`src/rtl/rdcd_pkg.sv`:
```
`timescale 1ns / 1ps
// ----------------------------------------------------------------------------
// rdcd_pkg
// shared constants, command codes and controller/datapath interface structs
// for the ramped decimal counter display core
// ----------------------------------------------------------------------------
package rdcd_pkg;

  localparam int VALUE_BITS = 63;
  localparam int W_VALUE    = 63;
  localparam int W_COUNT    = 16;
  localparam int W_CMD      = 2;
  localparam int NUM_DIGITS = 19;
  localparam int BCD_W      = 4 * NUM_DIGITS;
  localparam int W_LOW      = 64;
  localparam int W_HIGH     = 12;
  localparam int DCNT_W     = 5;
  localparam int REM_W      = W_COUNT;
  localparam int ITER_W     = $clog2(VALUE_BITS);

  localparam int IN_TDATA_W  = 80;
  localparam int OUT_TDATA_W = 152;

  localparam int OUT_LOW_LSB  = W_VALUE;
  localparam int OUT_HIGH_LSB = OUT_LOW_LSB + W_LOW;
  localparam int OUT_DCNT_LSB = OUT_HIGH_LSB + W_HIGH;
  localparam int OUT_BUSY_BIT = OUT_DCNT_LSB + DCNT_W;

  typedef enum logic [W_CMD-1:0] {
    CMD_SET  = 2'd0,
    CMD_RAMP = 2'd1,
    CMD_TICK = 2'd2,
    CMD_NOP  = 2'd3
  } cmd_code_t;

  typedef struct packed {
    logic latch;
    logic exec;
    logic div_step;
    logic div_finish;
    logic conv_load;
    logic conv_step;
    logic count;
    logic out_load;
  } rdcd_cmd_t;

  typedef struct packed {
    logic need_div;
    logic iter_last;
    logic out_free;
  } rdcd_sts_t;

endpackage

```
`src/rtl/rdcd_ctrl.sv`:
```
`timescale 1ns / 1ps
// ----------------------------------------------------------------------------
// rdcd_ctrl
// sequencer: accept a word, run the command, divide if needed, convert to
// bcd, count digits and hand the result to the output register
// ----------------------------------------------------------------------------
module rdcd_ctrl
  import rdcd_pkg::*;
(
  input  logic      clk,
  input  logic      rst_n,
  input  logic      in_tvalid,
  output logic      in_tready,
  input  rdcd_sts_t sts_i,
  output rdcd_cmd_t cmd_o
);

  typedef enum logic [7:0] {
    ST_IDLE   = 8'b0000_0001,
    ST_EXEC   = 8'b0000_0010,
    ST_DIV    = 8'b0000_0100,
    ST_DIVEND = 8'b0000_1000,
    ST_CLOAD  = 8'b0001_0000,
    ST_DABBLE = 8'b0010_0000,
    ST_COUNT  = 8'b0100_0000,
    ST_DONE   = 8'b1000_0000
  } state_t;

  state_t state_r, state_nxt;

  assign in_tready = (state_r == ST_IDLE);

  always_comb begin
    state_nxt = state_r;
    cmd_o     = '0;
    unique case (state_r)
      ST_IDLE: begin
        if (in_tvalid) begin
          cmd_o.latch = 1'b1;
          state_nxt   = ST_EXEC;
        end
      end
      ST_EXEC: begin
        cmd_o.exec = 1'b1;
        state_nxt  = sts_i.need_div ? ST_DIV : ST_CLOAD;
      end
      ST_DIV: begin
        cmd_o.div_step = 1'b1;
        if (sts_i.iter_last) begin
          state_nxt = ST_DIVEND;
        end
      end
      ST_DIVEND: begin
        cmd_o.div_finish = 1'b1;
        state_nxt        = ST_CLOAD;
      end
      ST_CLOAD: begin
        cmd_o.conv_load = 1'b1;
        state_nxt       = ST_DABBLE;
      end
      ST_DABBLE: begin
        cmd_o.conv_step = 1'b1;
        if (sts_i.iter_last) begin
          state_nxt = ST_COUNT;
        end
      end
      ST_COUNT: begin
        cmd_o.count = 1'b1;
        state_nxt   = ST_DONE;
      end
      ST_DONE: begin
        if (sts_i.out_free) begin
          cmd_o.out_load = 1'b1;
          state_nxt      = ST_IDLE;
        end
      end
      default: begin
        state_nxt = ST_IDLE;
      end
    endcase
  end

  always_ff @(posedge clk) begin
    if (!rst_n) begin
      state_r <= ST_IDLE;
    end else begin
      state_r <= state_nxt;
    end
  end

endmodule

```
`src/rtl/rdcd_datapath.sv`:
```
`timescale 1ns / 1ps
// ----------------------------------------------------------------------------
// rdcd_datapath
// counter state, restoring divider for the ramp step, double-dabble bcd
// converter, digit counter and output register
// ----------------------------------------------------------------------------
module rdcd_datapath
  import rdcd_pkg::*;
(
  input  logic                clk,
  input  logic                rst_n,
  input  rdcd_cmd_t           cmd_i,
  output rdcd_sts_t           sts_o,
  input  logic [W_CMD-1:0]    in_cmd,
  input  logic [W_VALUE-1:0]  in_value,
  input  logic [W_COUNT-1:0]  in_step_count,
  input  logic                out_tready,
  output logic                out_tvalid,
  output logic [W_VALUE-1:0]  out_shown_value,
  output logic [W_LOW-1:0]    out_digits_low,
  output logic [W_HIGH-1:0]   out_digits_high,
  output logic [DCNT_W-1:0]   out_digit_count,
  output logic                out_busy_res
);

  // control state
  logic [VALUE_BITS-1:0] shown_r, shown_nxt;
  logic [VALUE_BITS-1:0] target_r, target_nxt;
  logic [VALUE_BITS-1:0] step_r, step_nxt;
  logic                  ramping_r, ramping_nxt;
  logic                  up_r, up_nxt;
  logic [ITER_W-1:0]     iter_r, iter_nxt;
  logic                  out_valid_r, out_valid_nxt;

  // payload
  cmd_code_t             lat_cmd_r, lat_cmd_nxt;
  logic [VALUE_BITS-1:0] lat_val_r, lat_val_nxt;
  logic [W_COUNT-1:0]    lat_cnt_r, lat_cnt_nxt;
  logic [VALUE_BITS-1:0] quo_r, quo_nxt;
  logic [REM_W-1:0]      rem_r, rem_nxt;
  logic [W_COUNT-1:0]    divisor_r, divisor_nxt;
  logic [VALUE_BITS-1:0] bin_r, bin_nxt;
  logic [BCD_W-1:0]      bcd_r, bcd_nxt;
  logic [DCNT_W-1:0]     dcnt_r, dcnt_nxt;
  logic [W_VALUE-1:0]    o_shown_r, o_shown_nxt;
  logic [BCD_W-1:0]      o_bcd_r, o_bcd_nxt;
  logic [DCNT_W-1:0]     o_dcnt_r, o_dcnt_nxt;
  logic                  o_busy_r, o_busy_nxt;

  logic [VALUE_BITS-1:0] eff_shown;
  logic                  up_dir;
  logic [VALUE_BITS-1:0] ramp_dist;
  logic [VALUE_BITS:0]   sum;
  logic [REM_W:0]        trial;
  logic [REM_W:0]        trial_diff;
  logic                  trial_ge;
  logic [BCD_W-1:0]      bcd_adj;
  logic [DCNT_W-1:0]     dcnt_calc;

  localparam logic [ITER_W-1:0] ITER_LAST = ITER_W'(VALUE_BITS - 1);

  assign eff_shown  = ramping_r ? target_r : shown_r;
  assign up_dir     = lat_val_r > eff_shown;
  assign ramp_dist  = up_dir ? (lat_val_r - eff_shown) : (eff_shown - lat_val_r);
  assign sum        = {1'b0, shown_r} + {1'b0, step_r};
  assign trial      = {rem_r, quo_r[VALUE_BITS-1]};
  assign trial_diff = trial - {1'b0, divisor_r};
  assign trial_ge   = trial >= {1'b0, divisor_r};

  assign sts_o.need_div  = (lat_cmd_r == CMD_RAMP) && (lat_val_r != target_r);
  assign sts_o.iter_last = (iter_r == '0);
  assign sts_o.out_free  = !out_valid_r || out_tready;

  always_comb begin
    for (int i = 0; i < NUM_DIGITS; i++) begin
      bcd_adj[4*i +: 4] = (bcd_r[4*i +: 4] >= 4'd5) ? (bcd_r[4*i +: 4] + 4'd3)
                                                    : bcd_r[4*i +: 4];
    end
  end

  always_comb begin
    dcnt_calc = DCNT_W'(1);
    for (int i = 0; i < NUM_DIGITS; i++) begin
      if (bcd_r[4*i +: 4] != 4'd0) begin
        dcnt_calc = DCNT_W'(i + 1);
      end
    end
  end

  always_comb begin
    shown_nxt     = shown_r;
    target_nxt    = target_r;
    step_nxt      = step_r;
    ramping_nxt   = ramping_r;
    up_nxt        = up_r;
    iter_nxt      = iter_r;
    out_valid_nxt = out_valid_r;
    lat_cmd_nxt   = lat_cmd_r;
    lat_val_nxt   = lat_val_r;
    lat_cnt_nxt   = lat_cnt_r;
    quo_nxt       = quo_r;
    rem_nxt       = rem_r;
    divisor_nxt   = divisor_r;
    bin_nxt       = bin_r;
    bcd_nxt       = bcd_r;
    dcnt_nxt      = dcnt_r;
    o_shown_nxt   = o_shown_r;
    o_bcd_nxt     = o_bcd_r;
    o_dcnt_nxt    = o_dcnt_r;
    o_busy_nxt    = o_busy_r;

    if (cmd_i.latch) begin
      lat_cmd_nxt = cmd_code_t'(in_cmd);
      lat_val_nxt = VALUE_BITS'(in_value);
      lat_cnt_nxt = in_step_count;
    end

    if (cmd_i.exec) begin
      unique case (lat_cmd_r)
        CMD_SET: begin
          shown_nxt   = lat_val_r;
          target_nxt  = lat_val_r;
          ramping_nxt = 1'b0;
        end
        CMD_RAMP: begin
          if (sts_o.need_div) begin
            shown_nxt   = eff_shown;
            target_nxt  = lat_val_r;
            ramping_nxt = 1'b1;
            up_nxt      = up_dir;
            quo_nxt     = ramp_dist;
            rem_nxt     = '0;
            divisor_nxt = (lat_cnt_r == '0) ? W_COUNT'(1) : lat_cnt_r;
            iter_nxt    = ITER_LAST;
          end
        end
        CMD_TICK: begin
          if (ramping_r) begin
            if (up_r) begin
              if (sum >= {1'b0, target_r}) begin
                shown_nxt   = target_r;
                ramping_nxt = 1'b0;
              end else begin
                shown_nxt = sum[VALUE_BITS-1:0];
              end
            end else begin
              if ((shown_r <= target_r) || ((shown_r - target_r) <= step_r)) begin
                shown_nxt   = target_r;
                ramping_nxt = 1'b0;
              end else begin
                shown_nxt = shown_r - step_r;
              end
            end
          end
        end
        CMD_NOP: begin
        end
      endcase
    end

    if (cmd_i.div_step) begin
      rem_nxt  = trial_ge ? trial_diff[REM_W-1:0] : trial[REM_W-1:0];
      quo_nxt  = {quo_r[VALUE_BITS-2:0], trial_ge};
      iter_nxt = iter_r - ITER_W'(1);
    end

    if (cmd_i.div_finish) begin
      step_nxt = quo_r + VALUE_BITS'(rem_r != '0);
    end

    if (cmd_i.conv_load) begin
      bin_nxt  = shown_r;
      bcd_nxt  = '0;
      iter_nxt = ITER_LAST;
    end

    if (cmd_i.conv_step) begin
      bcd_nxt  = {bcd_adj[BCD_W-2:0], bin_r[VALUE_BITS-1]};
      bin_nxt  = {bin_r[VALUE_BITS-2:0], 1'b0};
      iter_nxt = iter_r - ITER_W'(1);
    end

    if (cmd_i.count) begin
      dcnt_nxt = dcnt_calc;
    end

    if (cmd_i.out_load) begin
      out_valid_nxt = 1'b1;
      o_shown_nxt   = W_VALUE'(shown_r);
      o_bcd_nxt     = bcd_r;
      o_dcnt_nxt    = dcnt_r;
      o_busy_nxt    = ramping_r;
    end else if (out_tready) begin
      out_valid_nxt = 1'b0;
    end
  end

  always_ff @(posedge clk) begin
    if (!rst_n) begin
      shown_r     <= '0;
      target_r    <= '0;
      step_r      <= '0;
      ramping_r   <= 1'b0;
      up_r        <= 1'b0;
      iter_r      <= '0;
      out_valid_r <= 1'b0;
    end else begin
      shown_r     <= shown_nxt;
      target_r    <= target_nxt;
      step_r      <= step_nxt;
      ramping_r   <= ramping_nxt;
      up_r        <= up_nxt;
      iter_r      <= iter_nxt;
      out_valid_r <= out_valid_nxt;
    end
  end

  always_ff @(posedge clk) begin
    lat_cmd_r <= lat_cmd_nxt;
    lat_val_r <= lat_val_nxt;
    lat_cnt_r <= lat_cnt_nxt;
    quo_r     <= quo_nxt;
    rem_r     <= rem_nxt;
    divisor_r <= divisor_nxt;
    bin_r     <= bin_nxt;
    bcd_r     <= bcd_nxt;
    dcnt_r    <= dcnt_nxt;
    o_shown_r <= o_shown_nxt;
    o_bcd_r   <= o_bcd_nxt;
    o_dcnt_r  <= o_dcnt_nxt;
    o_busy_r  <= o_busy_nxt;
  end

  assign out_tvalid      = out_valid_r;
  assign out_shown_value = o_shown_r;
  assign out_digits_low  = o_bcd_r[W_LOW-1:0];
  assign out_digits_high = o_bcd_r[BCD_W-1:W_LOW];
  assign out_digit_count = o_dcnt_r;
  assign out_busy_res    = o_busy_r;

endmodule

```
`src/rtl/ramped_decimal_counter_display_core.sv`:
```
`timescale 1ns / 1ps
// ----------------------------------------------------------------------------
// ramped_decimal_counter_display_core
// ramping display counter with packed bcd output
// ----------------------------------------------------------------------------
// usage
//   input stream: in_tuser carries the command (set, ramp, tick, nop), in_tdata
//   the value and step count. every accepted word gives exactly one word on
//   the output stream: shown value, bcd digits, digit count and busy flag.
//   for set, tick and a ramp to the current target a word runs through
//   execute, bcd load, the bcd shift loop and digit count; a ramp that starts
//   a new step computation runs the step divider first. the sequencer runs one
//   word at a time, so in_tready rises again in the cycle after the result is
//   loaded. the bcd shift loop and the one-bit-per-cycle step divider both
//   have their length set by the value width.
//   the output register holds a finished word while the receiver stalls;
//   the next word is accepted and processed meanwhile and waits at the end
//   until the output register is free.
//   synchronous reset clears the shown value, target, step and ramp state
//   and empties the output register.
// ----------------------------------------------------------------------------
module ramped_decimal_counter_display_core
  import rdcd_pkg::*;
(
  input  logic                   clk,
  input  logic                   rst_n,
  input  logic                   in_tvalid,
  output logic                   in_tready,
  input  logic [W_CMD-1:0]       in_tuser,   // cmd
  input  logic [IN_TDATA_W-1:0]  in_tdata,   // value[62:0], step_count[78:63]
  output logic                   out_tvalid,
  input  logic                   out_tready,
  // shown_value[62:0], digits_low[126:63], digits_high[138:127],
  // digit_count[143:139], busy_res[144]
  output logic [OUT_TDATA_W-1:0] out_tdata
);

  rdcd_cmd_t cmd;
  rdcd_sts_t sts;

  logic [W_VALUE-1:0] shown_value;
  logic [W_LOW-1:0]   digits_low;
  logic [W_HIGH-1:0]  digits_high;
  logic [DCNT_W-1:0]  digit_count;
  logic               busy_res;

  rdcd_ctrl u_ctrl (
    .clk       (clk),
    .rst_n     (rst_n),
    .in_tvalid (in_tvalid),
    .in_tready (in_tready),
    .sts_i     (sts),
    .cmd_o     (cmd)
  );

  rdcd_datapath u_dp (
    .clk             (clk),
    .rst_n           (rst_n),
    .cmd_i           (cmd),
    .sts_o           (sts),
    .in_cmd          (in_tuser),
    .in_value        (in_tdata[W_VALUE-1:0]),
    .in_step_count   (in_tdata[W_VALUE +: W_COUNT]),
    .out_tready      (out_tready),
    .out_tvalid      (out_tvalid),
    .out_shown_value (shown_value),
    .out_digits_low  (digits_low),
    .out_digits_high (digits_high),
    .out_digit_count (digit_count),
    .out_busy_res    (busy_res)
  );

  assign out_tdata = {
    {(OUT_TDATA_W - OUT_BUSY_BIT - 1){1'b0}},
    busy_res, digit_count, digits_high, digits_low, shown_value
  };

endmodule

```
`config.mk`:
```
export PLATFORM = sky130hd
export DESIGN_NAME = ramped_decimal_counter_display_core
export DESIGN_NICKNAME = d
export VERILOG_FILES = /design/src/rtl/rdcd_pkg.sv /design/src/rtl/rdcd_ctrl.sv /design/src/rtl/rdcd_datapath.sv /design/src/rtl/ramped_decimal_counter_display_core.sv
export SDC_FILE = /design/constraint.sdc
export NUM_CORES = 2
export LEC_CHECK = 0
export BUFFER_PORTS_ARGS = -buffer_cell sky130_fd_sc_hd__buf_4
export CAP_MARGIN = 20
export CELL_PAD_IN_SITES_DETAIL_PLACEMENT = 1
export CELL_PAD_IN_SITES_GLOBAL_PLACEMENT = 2
export CORE_ASPECT_RATIO = 1.5
export CORE_MARGIN = 2
export CORE_UTILIZATION = 39
export CTS_CLUSTER_DIAMETER = 80
export CTS_CLUSTER_SIZE = 24
export DETAILED_ROUTE_END_ITERATION = 10
export PLACE_DENSITY_LB_ADDON = 0.1
export SLEW_MARGIN = 20
export SYNTH_ARGS = -nofsm -noshare
export SYNTH_HDL_FRONTEND = slang
export SYNTH_SLANG_ARGS = --single-unit
```
`constraint.sdc`:
```
create_clock -name clk -period 10.2 [get_ports clk]
set_clock_uncertainty 0.15 [all_clocks]
set_input_delay 2.04 -clock clk [delete_from_list [all_inputs] [get_ports clk]]
set_output_delay 2.04 -clock clk [all_outputs]
set_load 0.02 [all_outputs]
```
==> results.py <==
metrics = {
    "run_status": {
        "status": "finished clean",
    },
    "synthesis": {
        "syn_area_mm2": 0.0528,
        "synth_area_leaders": "edfxtp_1, ha_1, dfxtp_1",
        "ys_seq_elements": 671,
        "ys.flop_type": "edfxtp_1",
        "synth_top_area_cell": "edfxtp_1",
        "seq_area_frac_synth_pct": 34.2,
        "synth.most_common_cell": "a21oi_1",
        "synth_edf_count": 464,
        "ys_types": 107,
        "yosys_warnings": 0,
        "syn_area_per_cell_um2": 8.59,
        "netlist_instances": 6144,
        "synthTopCellsByCount": "a21oi_1, nor2_1, ha_1, nand2_1, edfxtp_1",
        "ys_async_sr_fraction_pct": 0,
        "synth_top_area_share_pct": 26.4,
    },
    "placed_design": {
        "dp_cells": 7839,
        "place_hpwl_mm": 172,
        "io_buffers": 231,
        "place_ws_ps": 1570,
        "gp_congestion": 0.963,
    },
    "clocking": {
        "htreeDepth": 2,
        "cts_setup_buffers": 0,
        "root_buffer": "clkbuf_16",
        "cts.sinks": 671,
        "cts-buffers-inserted": 41,
        "post_cts_resized": 0,
        "clk_pin_slew_ps": 100,
        "ctsHoldBuffers": 0,
        "cts_tree": "done",
        "clkLatencyLatePin_ps": 690,
        "clockBufferDepth": 3,
    },
    "setup_path": {
        "worstPathRequired_ps": 10650,
        "path_class": "reg2reg",
        "cp-end-kind": "register",
        "cp_slowest_cell": "o211a_1",
        "cp_top_family": "compound AO/OA/AOI/OAI gates",
        "cp-start-kind": "register",
        "crit_fanout": 16,
        "r2r_slack_ps": 1500,
        "critical_path_arrival_ps": 9140,
        "timing.critical_path.buf_inv": 3,
        "max_stage_delay_ps": 710,
    },
    "detailed_routing": {
        "avgRoutedWirePerCell_um": 26.9,
        "wirelength_mm": 212,
        "drc": 0,
        "drtIter0Drc": 3264,
        "ant_nets": 0,
        "num_vias": 47400,
        "drt_pass1_iterations": 7,
        "routed_via_density": 5.99,
    },
    "power_and_ir_drop": {
        "power.total_mw": 9.36,
        "vdd_drop_max_uv": 161,
        "powerDensity_mw_per_mm2": 164,
        "leakage_nw": 22.4,
    },
    "final_layout": {
        "final_cells": 7907,
        "regArea_mm2": 0.0181,
        "syn_to_final_growth_pct": 8.12,
        "diodes": 0,
        "multi_input_area_mm2": 0.0316,
        "drive_above_1_share_pct": 8.08,
        "nets": 6724,
        "nFillCells": 15900,
    },
    "sta": {
        "report.final.slew_viol_count": 0,
        "hold_viol_final": 0,
        "setup_tns_ps": 0,
        "min_period_ps": 8700,
        "period_share_pct": 85.2,
        "slew_headroom_pct": 27.5,
        "finalSetupViolCount": 0,
        "worstMarginPinSlew_ps": 1060,
        "fin_ws_ps": 1500,
        "rsz0062_at_grt": "no",
        "fmaxAchievable_mhz": 115,
    },
    "floorplan": {
        "core_area_mm2": 0.135,
        "io_pins": 240,
        "initial_core_util_pct": 39.2,
        "placementRows": 165,
        "die_x_um": 304,
        "dieArea_mm2": 0.138,
        "die_h_um": 455,
    },
    "global_route": {
        "groute.usage.overall_pct": 30.0,
        "grt_first_pass_wirelength_mm": 313,
        "grt_max_degree": 90,
        "antenna_found_initial": 5,
        "grt_pass1_vias": 48500,
        "grt-ovfl-total": 0,
    },
    "min_path": {
        "hold_class": "reg2reg",
    },
    "flow_run": {
        "cap_violations": 0,
    },
}
==> worst register-to-register path: cells and delay by family (launching register included) <==
| family | cells | cell delay (ps) |
|---|---|---|
| compound gates | 15 | 4290 |
| simple gates | 7 | 1770 |
| fa+ha+maj | 3 | 970 |
| buf+inv | 3 | 730 |
| flops | 1 | 550 |
| xor+xnor | 1 | 150 |
==> cells by family after synthesis <==
| family | share of synthesized area [%] |
|---|---|
| AO/OA/AOI/OAI | 24.1 |
| buffers and inverters | 6.07 |
| flip-flops | 34.2 |
| other | 0.00710 |
| AND/OR/NAND/NOR | 15.5 |
| adder cells (fa/ha/maj) | 12.1 |
| multiplexers | 1.73 |
| XOR/XNOR | 6.25 |
==> state kept, by name, indices dropped and copies added, names as in the netlist, 2 cells and up <==
register	cells
u_dp.bin_r	63
u_dp.quo_r	63
u_dp.bcd_r	76
u_dp.rem_r	16
u_dp.out_shown_value	63
u_dp.lat_val_r	63
u_dp.lat_cnt_r	16
u_dp.dcnt_r	5
u_dp.out_digit_count	5
u_ctrl.state_r	8
u_dp.iter_r	6
u_dp.lat_cmd_r	2
u_dp.divisor_r	16
u_dp.shown_r	63
u_dp.o_bcd_r	76
u_dp.step_r	63
u_dp.target_r	63
==> cell usage in the layout, fill, tap and decap left out, types with 18 or more instances in the layout <==
cell type,instances
o21ai_0,345
o211ai_1,87
and3_1,44
nand2_1,497
a221oi_1,24
mux2i_1,34
o31ai_1,46
o221ai_1,43
a31oi_1,66
nor2_1,530
xnor2_1,268
o22ai_1,34
a21boi_0,18
edfxtp_1,464
o31a_1,19
a21oi_1,670
nor4_1,45
nand3_1,87
clkbuf_16,41
a21o_1,146
a211oi_1,92
mux2_2,51
xor2_1,107
dfxtp_1,206
ha_1,499
buf_4,281
or3_1,71
nor3_1,118
nand4_1,119
o21ai_1,22
and2_1,22
o21a_1,36
a22o_1,73
nand2b_1,46
nor2b_1,45
o21bai_1,73
inv_1,438
==> routing by layer <==
layer | global-route usage, % | wire length [um] | vias up
li1 | - | - | 22300
met1 | 38.8 | 92800 | 23600
met2 | 51.4 | 101000 | 1157
met3 | 2.03 | 8230 | 273
met4 | 13.3 | 10500 | 0
met5 | 0 | 0 | -
==> stage by stage <==
step	hold slack (ps)	utilization (%)	instance area, um^2
detailed placement	256	41.4	55800
global route	287	42.4	57100
finish	277	42.4	57100
global placement	251	41.4	55700
CTS	279	42.4	57100
floorplan	250	-	52800
==> final cells by class <==
class                      instances  area share, %
sequential                       671           31.7
clock buffer                      50           1.86
inverter                         450           2.96
multi-input combinational       4682           55.4
timing repair buffer             284           3.81
tap                             1753           3.84
clock inverter                    17          0.430
==> where the power goes <==
group | internal (mW) | switching, mW
sequential | 3.00 | 0.137
clock | 0.791 | 1.09
combinational | 1.52 | 2.83
total | 5.30 | 4.05
==> path summary, 6_finish.rpt <==
path	startpoint	endpoint	cells past startpoint
worst min register to register	u_dp.dcnt_r[0]$_SDFFCE_PP1N_	u_dp.out_digit_count[0]$_DFFE_PP_	0
worst max register to register	u_dp.shown_r[0]$_SDFFE_PN0P_	u_dp.shown_r[14]$_SDFFE_PN0P_	29
worst max-delay path	u_dp.shown_r[0]$_SDFFE_PN0P_	u_dp.shown_r[14]$_SDFFE_PN0P_	29
worst min-delay path	u_dp.dcnt_r[0]$_SDFFCE_PP1N_	u_dp.out_digit_count[0]$_DFFE_PP_	0
(Power assumes the default switching activity.)
